--- config.mk ---
export PLATFORM = sky130hd
export DESIGN_NAME = crlf_frame_receiver_speed_decode_core
export DESIGN_NICKNAME = d
export VERILOG_FILES = /design/src/design/crlfsd_pkg.sv /design/src/design/crlfsd_speed_decode.sv /design/src/design/crlf_frame_receiver_speed_decode_core.sv
export VERILOG_INCLUDE_DIRS = /design/src /design/src/design
export SDC_FILE = /design/constraint.sdc
export NUM_CORES = 1
export LEC_CHECK = 0
export ABC_AREA = 1
export ABC_CLOCK_PERIOD_IN_PS = 9500
export BUFFER_PORTS_ARGS = -buffer_cell sky130_fd_sc_hd__buf_2
export CELL_PAD_IN_SITES_DETAIL_PLACEMENT = 2
export CELL_PAD_IN_SITES_GLOBAL_PLACEMENT = 2
export CORE_MARGIN = 3
export CORE_UTILIZATION = 35
export CTS_CLUSTER_DIAMETER = 60
export DETAILED_ROUTE_END_ITERATION = 10
export PLACE_DENSITY_LB_ADDON = 0.1
export REMOVE_ABC_BUFFERS = 1
export SLEW_MARGIN = 20
export SYNTH_ARGS = -nofsm -noshare
export SYNTH_HDL_FRONTEND = slang
export SYNTH_HIERARCHICAL = 1
export SYNTH_SLANG_ARGS = --single-unit
--- constraint.sdc ---
create_clock -name i_clk -period 9.5 [get_ports i_clk]
set_clock_uncertainty 0.05 [all_clocks]
set_input_delay 0.95 -clock i_clk [delete_from_list [all_inputs] [get_ports i_clk]]
set_output_delay 0.95 -clock i_clk [all_outputs]
set_load 0.01 [all_outputs]
--- src/design/assert_macros.svh ---
// Assertion macros for the design files; the receiver core includes them.
`ifndef ASSERT_MACROS_SVH
`define ASSERT_MACROS_SVH

// Checked on every rising clock edge outside reset.
`define ASSERT_CLK(label, prop, msg) \
    label: assert property (@(posedge i_clk) disable iff (!i_rst_n) (prop)) else $error(msg);

// Checked on every rising clock edge, reset included.
`define ASSERT_ALWAYS(label, prop, msg) \
    label: assert property (@(posedge i_clk) (prop)) else $error(msg);

`endif

--- src/design/crlfsd_pkg.sv ---
// Types and constants for the CR-LF frame receiver with speed decode.
package crlfsd_pkg;

    localparam int MAX_FRAME_BYTES = 200;
    localparam int COUNT_W         = $clog2(MAX_FRAME_BYTES + 1);
    localparam int HEAD_DEPTH      = 8;
    localparam int HEAD_IDX_W      = $clog2(HEAD_DEPTH);
    localparam int LEN_W           = 6;
    localparam int SPEED_W         = 19;

    localparam logic [LEN_W-1:0] FRAME_LENGTH_RESET = LEN_W'(16);

    localparam logic [7:0] CHAR_CR = 8'h0d;
    localparam logic [7:0] CHAR_LF = 8'h0a;

    localparam logic CMD_BYTE    = 1'b0;
    localparam logic CMD_CONSUME = 1'b1;

    localparam logic [SPEED_W-1:0] WEIGHT_THOUSANDS = SPEED_W'(1000);
    localparam logic [SPEED_W-1:0] WEIGHT_HUNDREDS  = SPEED_W'(100);
    localparam logic [SPEED_W-1:0] WEIGHT_TENS      = SPEED_W'(10);

    typedef logic [3:0][7:0] t_digits;

    typedef struct packed {
        logic       command;
        logic [7:0] rx_byte;
    } t_in_item;

    typedef struct packed {
        logic               frame_ok;
        logic               frame_error;
        logic               speeds_valid;
        logic [SPEED_W-1:0] right_speed_tenths;
        logic [SPEED_W-1:0] left_speed_tenths;
    } t_out_item;

endpackage

--- src/design/crlfsd_speed_decode.sv ---
// Decodes four payload bytes into a speed: b0*1000 + b1*100 + b2*10 + b3.
module crlfsd_speed_decode (
    input  crlfsd_pkg::t_digits                i_digits,
    output logic [crlfsd_pkg::SPEED_W-1:0]     o_speed
);

    // Largest value is 255 * 1111, which fits the speed width without wrap.
    assign o_speed = crlfsd_pkg::SPEED_W'(i_digits[0]) * crlfsd_pkg::WEIGHT_THOUSANDS
                   + crlfsd_pkg::SPEED_W'(i_digits[1]) * crlfsd_pkg::WEIGHT_HUNDREDS
                   + crlfsd_pkg::SPEED_W'(i_digits[2]) * crlfsd_pkg::WEIGHT_TENS
                   + crlfsd_pkg::SPEED_W'(i_digits[3]);

endmodule

--- src/design/crlf_frame_receiver_speed_decode_core.sv ---
// Top level of the CR-LF frame receiver with wheel-speed decode.
// Each input transaction carries either a received byte or a consume command and yields
// exactly one result transaction. The block takes one transaction per clock while its results
// are taken. An accepted transaction is held in the input register, and the single-pass update
// and decode logic then writes the result register, which presents the result. The rate
// is set by that update path, which handles a byte or a consume in a single pass; a result
// held by a stalled receiver stops the input once the input register is also occupied.
// The frame length register should only be written while no transaction is in flight. The
// first eight payload bytes are kept for the decode and carry no reset; no clearing pass
// is needed.
`include "assert_macros.svh"

module crlf_frame_receiver_speed_decode_core (
    input  logic                                 i_clk,
    input  logic                                 i_rst_n,
    input  logic                                 i_cfg_we,
    input  logic [crlfsd_pkg::LEN_W-1:0]         i_cfg_data,
    input  logic                                 i_in_valid,
    output logic                                 o_in_ready,
    input  crlfsd_pkg::t_in_item                 i_in_item,
    output logic                                 o_out_valid,
    input  logic                                 i_out_ready,
    output crlfsd_pkg::t_out_item                o_out_item
);

    logic [crlfsd_pkg::LEN_W-1:0]   r_frame_length;
    logic                           r_in_valid;
    crlfsd_pkg::t_in_item           r_in_item;
    logic                           r_out_valid;
    crlfsd_pkg::t_out_item          r_out_item;
    logic [crlfsd_pkg::COUNT_W-1:0] r_byte_count;
    logic                           r_cr_seen;
    logic                           r_frame_complete;
    logic [7:0]                     r_head [crlfsd_pkg::HEAD_DEPTH];

    logic [crlfsd_pkg::COUNT_W-1:0] n_byte_count;
    logic                           n_cr_seen;
    logic                           n_frame_complete;
    crlfsd_pkg::t_out_item          n_out_item;
    logic                           n_head_we;

    logic [crlfsd_pkg::COUNT_W-1:0] count_inc;
    logic                           out_free;
    logic                           advance;
    crlfsd_pkg::t_digits            right_digits;
    crlfsd_pkg::t_digits            left_digits;
    logic [crlfsd_pkg::SPEED_W-1:0] right_speed;
    logic [crlfsd_pkg::SPEED_W-1:0] left_speed;

    assign out_free   = !r_out_valid || i_out_ready;
    assign advance    = r_in_valid && out_free;
    assign o_in_ready = !r_in_valid || out_free;
    assign o_out_valid = r_out_valid;
    assign o_out_item  = r_out_item;

    always_comb begin
        for (int i = 0; i < 4; i++) begin
            right_digits[i] = r_head[i];
            left_digits[i]  = r_head[i + 4];
        end
    end

    crlfsd_speed_decode u_right_dec (
        .i_digits (right_digits),
        .o_speed  (right_speed)
    );

    crlfsd_speed_decode u_left_dec (
        .i_digits (left_digits),
        .o_speed  (left_speed)
    );

    assign count_inc = r_byte_count + crlfsd_pkg::COUNT_W'(1);

    always_comb begin
        n_byte_count     = r_byte_count;
        n_cr_seen        = r_cr_seen;
        n_frame_complete = r_frame_complete;
        n_out_item       = '0;
        n_head_we        = 1'b0;
        if (r_in_item.command == crlfsd_pkg::CMD_CONSUME) begin
            if (r_frame_complete) begin
                n_out_item.speeds_valid       = 1'b1;
                n_out_item.right_speed_tenths = right_speed;
                n_out_item.left_speed_tenths  = left_speed;
                n_byte_count     = '0;
                n_cr_seen        = 1'b0;
                n_frame_complete = 1'b0;
            end
        end else if (!r_frame_complete) begin
            if (r_cr_seen) begin
                if (r_in_item.rx_byte == crlfsd_pkg::CHAR_LF &&
                    r_byte_count == crlfsd_pkg::COUNT_W'(r_frame_length)) begin
                    n_frame_complete    = 1'b1;
                    n_cr_seen           = 1'b0;
                    n_out_item.frame_ok = 1'b1;
                end else begin
                    n_out_item.frame_error = 1'b1;
                    n_byte_count = '0;
                    n_cr_seen    = 1'b0;
                end
            end else if (r_in_item.rx_byte == crlfsd_pkg::CHAR_CR) begin
                n_cr_seen = 1'b1;
            end else begin
                n_head_we = (r_byte_count < crlfsd_pkg::COUNT_W'(crlfsd_pkg::HEAD_DEPTH));
                if (count_inc >= crlfsd_pkg::COUNT_W'(crlfsd_pkg::MAX_FRAME_BYTES)) begin
                    // overflow: drop the frame
                    n_out_item.frame_error = 1'b1;
                    n_byte_count = '0;
                end else begin
                    n_byte_count = count_inc;
                end
            end
        end
    end

    always_ff @(posedge i_clk) begin
        if (!i_rst_n) begin
            r_frame_length   <= crlfsd_pkg::FRAME_LENGTH_RESET;
            r_in_valid       <= 1'b0;
            r_out_valid      <= 1'b0;
            r_byte_count     <= '0;
            r_cr_seen        <= 1'b0;
            r_frame_complete <= 1'b0;
        end else begin
            if (i_cfg_we) begin
                r_frame_length <= i_cfg_data;
            end
            if (o_in_ready) begin
                r_in_valid <= i_in_valid;
            end
            if (advance) begin
                r_out_valid      <= 1'b1;
                r_byte_count     <= n_byte_count;
                r_cr_seen        <= n_cr_seen;
                r_frame_complete <= n_frame_complete;
            end else if (i_out_ready) begin
                r_out_valid <= 1'b0;
            end
        end
    end

    always_ff @(posedge i_clk) begin
        if (o_in_ready && i_in_valid) begin
            r_in_item <= i_in_item;
        end
        if (advance) begin
            r_out_item <= n_out_item;
        end
        if (advance && n_head_we) begin
            r_head[r_byte_count[crlfsd_pkg::HEAD_IDX_W-1:0]] <= r_in_item.rx_byte;
        end
    end

    `ASSERT_CLK(a_count_below_max,
        r_byte_count < crlfsd_pkg::COUNT_W'(crlfsd_pkg::MAX_FRAME_BYTES),
        "byte count reached the overflow limit")
    `ASSERT_CLK(a_complete_clears_cr, r_frame_complete |-> !r_cr_seen,
        "CR pending while a frame is complete")
    `ASSERT_CLK(a_result_kinds_exclusive,
        r_out_valid |-> ($countones({r_out_item.frame_ok, r_out_item.frame_error,
                                      r_out_item.speeds_valid}) <= 1),
        "result carries more than one event flag")
    `ASSERT_CLK(a_ok_sets_complete,
        advance && n_out_item.frame_ok |=> r_frame_complete,
        "valid frame did not leave the frame complete")

endmodule

# Word level (Yosys, flattened, before mapping)
# Memories as Yosys holds them, arrays and structs flattened.
# Index checks and enable logic that the tools add are counted.
# word_totals
ram_bits,64
latchBits,0
memories,1
rom_bits,0
ff_bits,68
in_bits,20
# op_classes
bitwise,0
mux,29
n_div,0
add_sub_neg,7
n_mul,6
order_cmp,2
shift,0
eq_ne,7
reduce_logical,13
# memory_table
memory,words,width,read_ports,rd_clocked_by_memory_dff,write_ports,line_no,rtl
r_head,8,8,8,0,1,crlf_frame_receiver_speed_decode_core.sv:34,logic [7:0] r_head [crlfsd_pkg::HEAD_DEPTH];
# op_table
op,n
8-bit two-way mux,7
39-bit two-way mux,1
18-bit by 15-bit adder with 19-bit output,2
19-bit by 12-bit adder with 19-bit output,2
19-bit by 8-bit adder with 19-bit output,2
"8-bit by 7-bit multiplier with 15-bit output, second input constant",2
"8-bit by 5-bit multiplier with 13-bit output, second input constant",2
"8-bit by 3-bit multiplier with 11-bit output, second input constant",2
1-bit two-way mux,21
"8-bit by 4-bit == test with 1-bit output, second input constant",2
"8-bit by 1-bit adder with 8-bit output, second input constant",1
8-bit by 6-bit == test with 1-bit output,1
"8-bit >= comparator, second input constant",1
"8-bit by 4-bit less-than comparator with 1-bit output, second input constant",1
"3-bit != test, second input constant",2
5-bit AND reduction,1
1-bit logical AND,4
3-bit AND reduction,1
1-bit zero test,2
1-bit logical OR,2
"2-bit by 1-bit != test with 1-bit output, second input constant",1
"2-bit != test, second input constant",1
2-bit AND reduction,1
2-bit nonzero test,1
2-bit OR reduction,1

# Logic depth before layout (Yosys ltp)
# depth
word_depth,8
depth_mapped,30
mapped_depth_nobuf,30

# Cells and area by module
# Netlist, hierarchy kept.
# by_module_without_submodules
mod,instances,cells_each,area_per_inst_um2,seq_area_each_um2
crlf_frame_receiver_speed_decode_core,1,407,5064.9,3783.6
crlfsd_speed_decode at u_left_dec,1,505,3877.5,0.0
crlfsd_speed_decode at u_right_dec,1,497,3789.9,0.0

# Least setup slack after synthesis
# No wires, ideal clock.
# synth_path
kind,register -> register
start,mem r_head[4][1]
end,"reg r_out_item (netlist bit o_out_item[17]), data pin"
period_less_slack_ps,5536
stages_incl_launch_ff,28
slack_ps,3964
t_arrival_ps,5236
path_buffers,0
cell_sequence,edfxtp_1 fa_1 inv_1 fa_1 fa_1 fa_1 inv_1 ha_1 nand2_1 inv_1 a21oi_1 xor2_1 fa_1 inv_1 ha_1 ha_1 nand2_1 inv_1 nand2_1 nand2_1 nand2_1 nand2_1 nor2_1 inv_1 nand2_1 nand2_1 nand2_1 inv_1
# synth_rtl
element,line_no,rtl
"start, declared",crlf_frame_receiver_speed_decode_core.sv:34,
"end signal, assigned",crlf_frame_receiver_speed_decode_core.sv:148,r_out_item <= n_out_item;
"end, declared",crlf_frame_receiver_speed_decode_core.sv:30,crlfsd_pkg::t_out_item r_out_item;

==> results_dict.tcl <==
set metrics [dict create \
    cts_root_buffer "clkbuf_16" \
    cts_tree "yes" \
    slew_headroom_pct 37.25 \
    wirelength_mm 34.36 \
    grt_pass1_vias 10470 \
    status "finished, final reports clean" \
    final_net_count 1797 \
    synth_cell_types 43 \
    clkPwrFrac_pct 30.6 \
    grt-busiest-layer "met2" \
    hpwl_mm 28.12 \
    drc 0 \
    grt_antenna_before_repair 0 \
    cts_sinks 132 \
    post-cts-setup-buffers 0 \
    port_buffers 62 \
    area_growth_pct 11.40 \
    cts_inserted_buffers 17 \
    crit_top_cell "nand2_1" \
    first_iter_violations 293 \
    max-cap-violations 0 \
    worst-setup-path-type "flop to flop" \
    setup_violations 0 \
    finalCriticalPeriod_ns 6.130 \
    met1_usage_pct 25.61 \
    firstDrtPassIters 4 \
    synth_seq_area_share_pct 29.72 \
    drv_slew 0 \
    viasPerCell 4.828 \
    fillers 3992 \
    track_usage_pct 18.55 \
    grt_pass1_wl_mm 56.64 \
    syn-cell-area_um2 12730 \
    seqPwrFrac_pct 27.9 \
    crit_fanout 6 \
    rows 69 \
    final.setup.tns_ns 0 \
    fp.dieW_um 196.7 \
    dp_cells 1923 \
    p_sw_uw 947.5 \
    start_kind "flop" \
    tightest_slew_ns 0.9412 \
    syn_inst 1409 \
    layout-drive-gt1-share_pct 11.11 \
    met2_usage_pct 32.01 \
    slowest_stage "fa_1" \
    wl_per_cell_um 17.58 \
    multiInputGateArea_um2 7707 \
    die_area_um2 38700 \
    endpoint_kind "flop" \
    fin_cells 1955 \
    p_int_mw 1.413 \
    grt.overflow.total 0 \
    ys_warn_count 6 \
    cts_buffer_depth 2 \
    initial_core_util_pct 35.62 \
    core_um2 35740 \
    synth_top_area_share_pct 26.89 \
    swShare_pct 40.15 \
    final_cell_mix "inv_1, nand2_1, ha_1, edfxtp_1, fa_1" \
    ys_ff_latch 132 \
    cp.required_ns 9.64 \
    powerDensity_nw_per_um2 166.4 \
    cts_resized 0 \
    routabilityCongestion 0.8085 \
    htree_levels 4 \
    grt_max_degree 43 \
    max_freq_ghz 0.1631 \
    clk-insertion-delay-late_ns 0.44 \
    final_common_cell "inv_1" \
    power_frac_comb_pct 41.5 \
    grt_use_met3_pct 1.932 \
    finalCritPeriodShare_pct 64.52 \
    route.vias.total 9438 \
    hold_path.class "flop to flop" \
    rsz0062_at_grt "no" \
    max_stage_delay_ns 0.65 \
    avgSynthCellArea_um2 9.036 \
    die-height_um 196.7 \
    register_area_um2 3784 \
    yosys.area.top_type "edfxtp_1" \
    path_buf_inv 5 \
    clkTransAtPathRegs_ns 0.06 \
    cp_top_family "adder cells" \
    hold_viol 0 \
    hold_buffers 0 \
    cp.arrival_ns 6.27 \
    pin_count 63 \
    ant_nets 0 \
    antennaDiodeCount 0 \
    ir_drop_uv 128.5 \
    leakagePower_nw 7.318 \
    synthTopCellsByArea "edfxtp_1, ha_1, fa_1, inv_1, nand2_1" \
]
[synth_stat cells (all sizes together)]
cell	n
a31oi	4
clkbuf	4
or2	2
nand4	20
fa	82
o221ai	2
a21o	5
nor2	92
xor2	34
and2	4
nand2	288
nor3	5
buf	6
nand3b	5
clkinv	5
nor4	2
o21ai	28
nor3b	1
inv	309
ha	214
dfxtp	18
o21bai	4
edfxtp	114
a21oi	70
nand3	62
xnor2	29
[per-layer routing]
layer	wire length [µm]	up-vias	share of wire [%]
met5	0	-	0
met4	262	0	0.76
met3	543	12	1.6
met2	16800	69	49
met1	16760	4724	49
li1	-	4633	-
[through the flow]
step                      util (%)  worst slack [ns]  instance area [µm²]  hold WS, ns  power (mW)
final                        39.68             3.370                14180       0.4376       2.360
after global routing         39.68             2.851                14180       0.4822       2.567
after CTS                    39.68             3.322                14180       0.4426       2.402
after detailed placement     37.95             3.405                13570       0.4317       1.660
after global placement       37.95             3.584                13570       0.4240       1.629
after floorplan                  -             3.953                12670       0.3988       1.378
[layout make-up]
| class | instances | area share, % |
|---|---|---|
| multi-input combinational | 953 | 54.34 |
| timing repair buffer | 63 | 2.241 |
| tap | 461 | 4.067 |
| inverter | 314 | 8.319 |
| clock inverter | 14 | 1.332 |
| clock buffer | 18 | 3.026 |
| sequential | 132 | 26.68 |
[power by group through the flow]
stage               clock network [mW]  registers (mW)  logic, mW
floorplan                            0           0.668      0.711
global placement                     0           0.671      0.958
detailed placement                   0           0.672      0.988
CTS                              0.744           0.660      0.998
global route                     0.765           0.662       1.14
finish                           0.722           0.660      0.978
[kinds of logic after synthesis]
kind of cell | after synthesis | synth area share (%)
and+or+nand+nor | 481 | 16.86
buffers and inverters | 324 | 9.768
adders and majority gates | 296 | 33.92
DFF | 132 | 29.72
AOI/OAI and AO/OA | 113 | 5.248
xor gates and xnor gates | 63 | 4.481
[path summary, 6_finish.rpt]
kind | from | to | slack (ns) | depth (start not counted)
setup / recovery | r_head[0][0]$_DFFE_PP_ | o_out_item[36]$_SDFFCE_PN0P_ | 3.37 | 27
hold / removal | r_frame_length[2]$_SDFFE_PN0P_ | r_frame_length[2]$_SDFFE_PN0P_ | 0.44 | 2
setup reg to reg | r_head[0][0]$_DFFE_PP_ | o_out_item[36]$_SDFFCE_PN0P_ | 3.37 | 27
hold reg to reg | r_frame_length[2]$_SDFFE_PN0P_ | r_frame_length[2]$_SDFFE_PN0P_ | 0.44 | 2
[sequential cells by signal, indices dropped and copies added (netlist names)]
signal	count
r_in_valid	1
r_frame_length	6
r_cr_seen	1
r_in_item	9
o_out_valid	1
r_frame_complete	1
r_head	64
r_byte_count	8
o_out_item	41
[worst reg2reg max path, stage by stage (launching register included)]
cell,delay (ns)
edfxtp_1,0.52
fa_1,0.66
xor2_1,0.22
ha_1,0.29
fa_1,0.51
inv_1,0.05
fa_1,0.49
inv_1,0.04
ha_1,0.35
a21oi_1,0.23
o21ai_2,0.11
xnor2_1,0.17
fa_1,0.57
inv_1,0.05
ha_1,0.29
ha_1,0.36
nand2_1,0.09
nand2_1,0.06
nand2_1,0.07
nand2_1,0.09
nand2_1,0.08
nand2_1,0.05
nor2_1,0.22
inv_1,0.07
nand2_1,0.07
nand2_1,0.04
nand2_1,0.05
inv_1,0.05
(Power assumes the default switching activity.)
